===== src/design/u8d_pkg.sv =====
// shared types, constants and lead byte classifier for the utf-8 decoder
`timescale 1ns / 1ps

package u8d_pkg;

  localparam int QDEPTH = 4;
  localparam int QPTR_W = $clog2(QDEPTH);
  localparam int QCNT_W = $clog2(QDEPTH + 1);

  typedef struct packed {
    logic [7:0] byte_in;
    logic       last_byte;
  } in_t;

  typedef struct packed {
    logic [15:0] code_unit;
    logic        is_terminator;
  } out_t;

  // work left for the back end from one input byte
  typedef struct packed {
    logic        has_unit;
    logic [15:0] unit;
    logic        has_term;
  } entry_t;

  typedef enum logic [1:0] {
    LEAD_ASCII,
    LEAD_MULTI,
    LEAD_BAD
  } lead_kind_t;

  typedef struct packed {
    lead_kind_t  kind;
    logic [2:0]  pending;
    logic [15:0] payload;
  } lead_t;

  function automatic lead_t classify_lead(input logic [7:0] b);
    lead_t r;
    r.kind    = LEAD_BAD;
    r.pending = 3'd0;
    r.payload = 16'd0;
    if (b[7] == 1'b0) begin
      r.kind    = LEAD_ASCII;
      r.payload = {8'd0, b};
    end else if ((b & 8'he0) == 8'hc0) begin
      r.kind    = LEAD_MULTI;
      r.pending = 3'd1;
      r.payload = {8'd0, b & 8'h1f};
    end else if ((b & 8'hf0) == 8'he0) begin
      r.kind    = LEAD_MULTI;
      r.pending = 3'd2;
      r.payload = {8'd0, b & 8'h0f};
    end else if ((b & 8'hf8) == 8'hf0) begin
      r.kind    = LEAD_MULTI;
      r.pending = 3'd3;
      r.payload = {8'd0, b & 8'h07};
    end else if ((b & 8'hfc) == 8'hf8) begin
      r.kind    = LEAD_MULTI;
      r.pending = 3'd4;
      r.payload = {8'd0, b & 8'h03};
    end else if ((b & 8'hfe) == 8'hfc) begin
      r.kind    = LEAD_MULTI;
      r.pending = 3'd5;
      r.payload = {8'd0, b & 8'h01};
    end
    return r;
  endfunction

endpackage


===== src/design/utf8_to_utf16_decoder.sv =====
// top level of the utf-8 to 16-bit code unit decoder
// each result of an accepted byte is written into the queue, then registered in the output stage, before it can leave
// throughput: one byte per cycle; a final byte that also completes a character gives two
// output transactions, the unit before the terminator, and in_ready drops only while the queue is full
// the front end classifies each lead byte and shift-ors continuations into the running state
// reset (rst, synchronous): clears the open sequence, the queue and the output stage
`timescale 1ns / 1ps

module utf8_to_utf16_decoder (
  input  logic           clk,
  input  logic           rst,
  input  logic           in_valid,
  output logic           in_ready,
  input  u8d_pkg::in_t   in_data,
  output logic           out_valid,
  input  logic           out_ready,
  output u8d_pkg::out_t  out_data
);

  logic            q_full;
  logic            push;
  u8d_pkg::entry_t push_entry;
  logic            pop;
  logic            head_valid;
  u8d_pkg::entry_t head_entry;

  u8d_front u_front (
    .clk        (clk),
    .rst        (rst),
    .in_valid   (in_valid),
    .in_ready   (in_ready),
    .in_data    (in_data),
    .q_full     (q_full),
    .push       (push),
    .push_entry (push_entry)
  );

  u8d_queue u_queue (
    .clk        (clk),
    .rst        (rst),
    .push       (push),
    .push_entry (push_entry),
    .full       (q_full),
    .pop        (pop),
    .head_valid (head_valid),
    .head_entry (head_entry)
  );

  u8d_back u_back (
    .clk        (clk),
    .rst        (rst),
    .head_valid (head_valid),
    .head_entry (head_entry),
    .pop        (pop),
    .out_valid  (out_valid),
    .out_ready  (out_ready),
    .out_data   (out_data)
  );

endmodule


===== src/design/u8d_front.sv =====
// front end: accepts bytes, tracks the open sequence and queues results
`timescale 1ns / 1ps

module u8d_front (
  input  logic             clk,
  input  logic             rst,
  input  logic             in_valid,
  output logic             in_ready,
  input  u8d_pkg::in_t     in_data,
  input  logic             q_full,
  output logic             push,
  output u8d_pkg::entry_t  push_entry
);

  logic [2:0]     pending;
  logic [2:0]     pending_next;
  logic [15:0]    acc;
  logic [15:0]    acc_next;
  logic           accept;
  logic           is_cont;
  logic [15:0]    acc_shift;
  logic [2:0]     pend_dec;
  u8d_pkg::lead_t lead;

  assign in_ready  = !q_full;
  assign accept    = in_valid && in_ready;
  assign is_cont   = (pending != 3'd0) && (in_data.byte_in[7:6] == 2'b10);
  assign acc_shift = {acc[9:0], in_data.byte_in[5:0]};
  assign pend_dec  = pending - 3'd1;
  assign lead      = u8d_pkg::classify_lead(in_data.byte_in);

  always_comb begin
    pending_next        = pending;
    acc_next            = acc;
    push_entry.has_unit = 1'b0;
    push_entry.unit     = 16'd0;
    push_entry.has_term = 1'b0;
    if (accept) begin
      if (is_cont) begin
        pending_next = pend_dec;
        if (pend_dec == 3'd0) begin
          push_entry.has_unit = 1'b1;
          push_entry.unit     = acc_shift;
          acc_next            = 16'd0;
        end else begin
          acc_next = acc_shift;
        end
      end else begin
        // bad continuation falls through here and restarts as a lead
        unique case (lead.kind)
          u8d_pkg::LEAD_ASCII: begin
            pending_next        = 3'd0;
            acc_next            = 16'd0;
            push_entry.has_unit = 1'b1;
            push_entry.unit     = lead.payload;
          end
          u8d_pkg::LEAD_MULTI: begin
            pending_next = lead.pending;
            acc_next     = lead.payload;
          end
          default: begin
            pending_next = 3'd0;
            acc_next     = 16'd0;
          end
        endcase
      end
      if (in_data.last_byte) begin
        pending_next        = 3'd0;
        acc_next            = 16'd0;
        push_entry.has_term = 1'b1;
      end
    end
  end

  assign push = accept && (push_entry.has_unit || push_entry.has_term);

  always_ff @(posedge clk) begin
    if (rst) begin
      pending <= 3'd0;
      acc     <= 16'd0;
    end else begin
      pending <= pending_next;
      acc     <= acc_next;
    end
  end

  // at most five continuations can be outstanding
  assert property (@(posedge clk) disable iff (rst) pending <= 3'd5)
    else $error("pending count out of range");

  // an idle decoder holds an empty accumulator
  assert property (@(posedge clk) disable iff (rst) (pending == 3'd0) |-> (acc == 16'd0))
    else $error("stale accumulator while idle");

endmodule


===== src/design/u8d_queue.sv =====
// small fifo between the front and back ends
`timescale 1ns / 1ps

module u8d_queue (
  input  logic             clk,
  input  logic             rst,
  input  logic             push,
  input  u8d_pkg::entry_t  push_entry,
  output logic             full,
  input  logic             pop,
  output logic             head_valid,
  output u8d_pkg::entry_t  head_entry
);

  u8d_pkg::entry_t               mem [u8d_pkg::QDEPTH];
  logic [u8d_pkg::QPTR_W-1:0]    wr_ptr;
  logic [u8d_pkg::QPTR_W-1:0]    rd_ptr;
  logic [u8d_pkg::QCNT_W-1:0]    count;
  logic                          do_push;
  logic                          do_pop;

  function automatic logic [u8d_pkg::QCNT_W-1:0] QCNT_INC(input logic b);
    return {{(u8d_pkg::QCNT_W-1){1'b0}}, b};
  endfunction

  assign full       = (count == u8d_pkg::QCNT_W'(u8d_pkg::QDEPTH));
  assign head_valid = (count != '0);
  assign head_entry = mem[rd_ptr];
  assign do_push    = push && !full;
  assign do_pop     = pop && head_valid;

  always_ff @(posedge clk) begin
    if (do_push) begin
      mem[wr_ptr] <= push_entry;
    end
  end

  always_ff @(posedge clk) begin
    if (rst) begin
      wr_ptr <= '0;
      rd_ptr <= '0;
      count  <= '0;
    end else begin
      if (do_push) begin
        wr_ptr <= wr_ptr + 1'b1;
      end
      if (do_pop) begin
        rd_ptr <= rd_ptr + 1'b1;
      end
      count <= count + QCNT_INC(do_push) - QCNT_INC(do_pop);
    end
  end

  assert property (@(posedge clk) disable iff (rst)
      count <= u8d_pkg::QCNT_W'(u8d_pkg::QDEPTH))
    else $error("queue count overflow");

  // the front end never offers an entry the queue cannot hold
  assert property (@(posedge clk) disable iff (rst) push |-> !full)
    else $error("push into full queue");

  // pointers stay consistent with the fill level
  assert property (@(posedge clk) disable iff (rst)
      (count == '0) |-> (wr_ptr == rd_ptr))
    else $error("queue pointers disagree with empty count");

endmodule


===== src/design/u8d_back.sv =====
// back end: turns queued entries into one output transaction per result
`timescale 1ns / 1ps

module u8d_back (
  input  logic             clk,
  input  logic             rst,
  input  logic             head_valid,
  input  u8d_pkg::entry_t  head_entry,
  output logic             pop,
  output logic             out_valid,
  input  logic             out_ready,
  output u8d_pkg::out_t    out_data
);

  u8d_pkg::entry_t cur;
  u8d_pkg::entry_t cur_next;
  logic            out_fire;
  logic            take;

  assign out_valid = cur.has_unit || cur.has_term;
  assign out_fire  = out_valid && out_ready;
  // load a new entry when the current one is empty or about to be
  assign take      = !out_valid || (out_fire && (cur.has_unit ^ cur.has_term));
  assign pop       = take && head_valid;

  assign out_data.code_unit     = cur.has_unit ? cur.unit : 16'd0;
  assign out_data.is_terminator = !cur.has_unit;

  always_comb begin
    cur_next = cur;
    if (take) begin
      if (head_valid) begin
        cur_next = head_entry;
      end else begin
        cur_next.has_unit = 1'b0;
        cur_next.has_term = 1'b0;
      end
    end else if (out_fire) begin
      // unit goes first, terminator stays behind
      cur_next.has_unit = 1'b0;
    end
  end

  always_ff @(posedge clk) begin
    cur.unit <= cur_next.unit;
    if (rst) begin
      cur.has_unit <= 1'b0;
      cur.has_term <= 1'b0;
    end else begin
      cur.has_unit <= cur_next.has_unit;
      cur.has_term <= cur_next.has_term;
    end
  end

endmodule


===== config.mk =====
export PLATFORM = sky130hd
export DESIGN_NAME = utf8_to_utf16_decoder
export DESIGN_NICKNAME = d
export VERILOG_FILES = /design/src/design/u8d_pkg.sv /design/src/design/utf8_to_utf16_decoder.sv /design/src/design/u8d_front.sv /design/src/design/u8d_queue.sv /design/src/design/u8d_back.sv
export SDC_FILE = /design/constraint.sdc
export NUM_CORES = 1
export LEC_CHECK = 0
export BUFFER_PORTS_ARGS = -buffer_cell sky130_fd_sc_hd__clkbuf_2
export CAP_MARGIN = 20
export CELL_PAD_IN_SITES_DETAIL_PLACEMENT = 1
export CELL_PAD_IN_SITES_GLOBAL_PLACEMENT = 1
export CORE_MARGIN = 1
export CORE_UTILIZATION = 45
export CTS_BUF_LIST = sky130_fd_sc_hd__clkbuf_16
export CTS_CLUSTER_SIZE = 20
export DETAILED_ROUTE_END_ITERATION = 10
export PLACE_DENSITY = 0.83
export SYNTH_ARGS = -nofsm -noshare
export SYNTH_HDL_FRONTEND = slang
export SYNTH_SLANG_ARGS = --single-unit

===== constraint.sdc =====
create_clock -name clk -period 3.6 [get_ports clk]
set_clock_uncertainty 0.05 [all_clocks]
set_input_delay 0.36 -clock clk [delete_from_list [all_inputs] [get_ports clk]]
set_output_delay 0.36 -clock clk [all_outputs]
set_load 0.02 [all_outputs]

==> impl_metrics.tcl <==
set metrics [dict create \
    crit_required_ns 3.76 \
    grt_antenna_before_repair 0 \
    worstPathMaxFanout 2 \
    slew_headroom_pct 35.59 \
    clockBufferDepth 2 \
    rows 36 \
    antennaDiodeCount 0 \
    final_cells 479 \
    routed_wl_um 9608 \
    post_route_cells_drive_above_1_share_pct 24.57 \
    setup_tns_ns 0 \
    dr.pass1.iters 4 \
    cp-start-kind "flop" \
    drt_iter0_drc 108 \
    crit_type "flop to flop" \
    min-delay-start "in_data[1]" \
    reg2reg_slack_ns 1.01 \
    r2r-start "u_back.cur[17]$_SDFFE_PP0P_" \
    synthCells 303 \
    io_pins 32 \
    finalCriticalPeriod_ns 2.588 \
    avgSynthCellArea_um2 15.37 \
    slowest_delay_ns 0.40 \
    crit_path_top_delay_cell "fa_1" \
    dieArea_mm2 0.01076 \
    min_path_type "input pin to flop" \
    slew_violations 0 \
    critPathArrivalTime_ns 2.74 \
    yosys_warnings 0 \
    placed_cells 463 \
    cts-root-buf "clkbuf_16" \
    cts_setup_buffers 0 \
    grt_start_max_net_pins 23 \
    p_per_area_mw_per_mm2 695.2 \
    cts_buffers 9 \
    fin_util_pct 53.03 \
    area_growth_pct 12.84 \
    drc 0 \
    dp_hpwl_um 6347 \
    r2r_end "u_queue.count[2]$_SDFF_PP0_" \
    synth_cell_type_count 49 \
    hold_path_end "u_front.acc[0]$_SDFFE_PP0P_" \
    irDropWorstVdd_mv 0.3329 \
    ys_seq_elements 112 \
    worstHoldPathCells 2 \
    clk_pin_slew_ns 0.08 \
    path_cells "inv_1 > ha_1 > a21oi_1 > nor2_1 > ha_1 > inv_1 > ha_1 > inv_1 > fa_1 > xor2_1 > xnor2_1 > nor2_1" \
    gp_routability_congestion 0.7891 \
    synth_enable_flop_cells 88 \
    portBuffers 31 \
    die_w_um 103.7 \
    grt_pass1_vias 2807 \
    grt_pass1_wl_um 15190 \
    cap_violations 0 \
    crit_buf_inv 3 \
    status "complete, no violations" \
    clock_latency_ns 0.34 \
    wl_per_cell_um 20.06 \
    h-tree-depth 3 \
    worst-path-stages 12 \
    setup_viol 0 \
    cts_tree "done" \
    leakage_nw 1.833 \
    synthesis.area_mm2 0.004657 \
    nets 365 \
    reg2reg_depth 12 \
    ant_nets 0 \
    cts_hold_buf 0 \
    ys.flop_type "edfxtp_1" \
    grt_setup_unrepaired "no" \
    vias_per_cell 5.326 \
    tightest_slew_ns 0.9648 \
    synth_async_sr_flop_share_pct 0 \
    grt.total_usage_pct 19.19 \
    ys_seq_area_share_pct 67.06 \
    cts_resized 0 \
    syn-num-nets 327 \
    initial_core_util_pct 46.99 \
    crit_family "adder cells" \
    max_clock_freq_mhz 386.4 \
    cts.sinks 112 \
    die_y_um 103.7 \
    endpoint_kind "flop" \
    core_area_mm2 0.009910 \
    hold_viol 0 \
    fin_crit_sh_pct 71.88 \
    grt_overflow_total 0 \
    vias 2551 \
]
-- through the flow --
step                hold slack [ns]  power, mW  instance area (um^2)  setup slack [ns]
global placement             0.3915      2.653                  4964             1.170
floorplan                    0.3773      2.430                  4657           0.08703
detailed placement           0.4152      2.732                  4964             1.037
global route                 0.2376      3.837                  5255            0.8406
CTS                          0.2464      3.705                  5255            0.9717
finish                       0.2558      3.654                  5255             1.012
-- cells in the mapped netlist (2+ instances only) --
library cell,instances,area [um^2]
edfxtp_1,88,2643
and2_1,36,225.2
dfxtp_1,24,480.5
nor2_1,19,71.32
mux4_2,18,405.4
nand2_1,16,60.06
inv_1,13,48.80
ha_1,10,125.1
a22oi_1,7,52.55
a21oi_1,6,30.03
nand3_1,6,30.03
nor2b_1,6,37.54
a21oi_2,3,26.28
buf_4,3,22.52
clkbuf_1,3,11.26
nor3_1,3,15.01
xnor2_1,3,26.28
a32o_1,2,20.02
buf_2,2,10.01
nor2_2,2,12.51
o2111ai_1,2,17.52
o21ai_0,2,10.01
o21bai_1,2,15.01
xor2_1,2,17.52
-- cell families after synthesis --
family / Yosys count / synth area share, %
compound gates: 32 / 5.401
xor+xnor: 5 / 0.9405
mux: 19 / 8.920
simple gates: 100 / 12.06
fa+ha+maj: 11 / 3.117
buf+inv: 24 / 2.498
flops: 112 / 67.06
-- worst reg2reg max path, stage by stage, from the launching register on --
cell	delay [ns]
dfxtp_1	0.35
inv_1	0.07
ha_1	0.29
a21oi_1	0.21
nor2_1	0.10
ha_1	0.31
inv_1	0.06
ha_1	0.14
inv_1	0.05
fa_1	0.40
xor2_1	0.16
xnor2_1	0.18
nor2_1	0.08
-- per-layer routing --
layer	vias up	track usage (%)	share of wire, %
met5	-	0	0
met4	0	6.633	0.96
met3	6	4.594	2.5
met2	44	34.08	54
met1	1308	22.80	42
li1	1193	-	-
-- sequential cells by signal (all words and copies together), names as in the netlist, named ones only --
register,cells
u_back.cur,18
u_front.acc,10
u_front.pending,3
u_queue.count,3
u_queue.mem,72
u_queue.rd_ptr,2
u_queue.wr_ptr,2
-- worst max path at each step --
stage / startpoint / to / slack, ns
3_3_place_gp: u_front.pending[0]$_SDFFE_PP0P_ / u_queue.count[2]$_SDFF_PP0_ / 1.17
2_1_floorplan: u_back.cur[17]$_SDFFE_PP0P_ / u_queue.count[2]$_SDFF_PP0_ / 0.09
5_1_grt: u_front.pending[0]$_SDFFE_PP0P_ / u_queue.count[2]$_SDFF_PP0_ / 0.84
4_1_cts: u_back.cur[17]$_SDFFE_PP0P_ / u_queue.count[2]$_SDFF_PP0_ / 0.97
3_5_place_dp: u_back.cur[17]$_SDFFE_PP0P_ / u_queue.count[2]$_SDFF_PP0_ / 1.04
6_report: u_back.cur[17]$_SDFFE_PP0P_ / u_queue.count[2]$_SDFF_PP0_ / 1.01
-- layout make-up --
type | instances | area, um^2
multi-input cells | 167 | 1418
clock buffers | 9 | 225.2
inverters | 13 | 48.80
repair buffers | 38 | 207.7
clock inverters | 7 | 66.31
flip-flops and latches | 112 | 3123
fillers | 988 | 4654
well taps | 133 | 166.4
-- report_power, final --
part	internal, mW	switching (mW)	total, mW
Clock	0.486	0.479	0.965
Combinational	0.377	0.514	0.891
Sequential	1.67	0.123	1.80
Total	2.54	1.12	3.65
-- layout by cell type (no fill, tap or decap), drive strengths merged, types with 3 or more instances in the layout --
master  instances
nand2          17
ha             10
clkbuf         40
mux4           18
o21ai           3
nor2           21
nand3           7
nor3            4
a22oi           7
dfxtp          24
and2           37
edfxtp         88
nor2b           6
inv            17
buf             7
clkinv          3
a21oi           9
xnor2           3
Power figures use the tool's default switching activity.
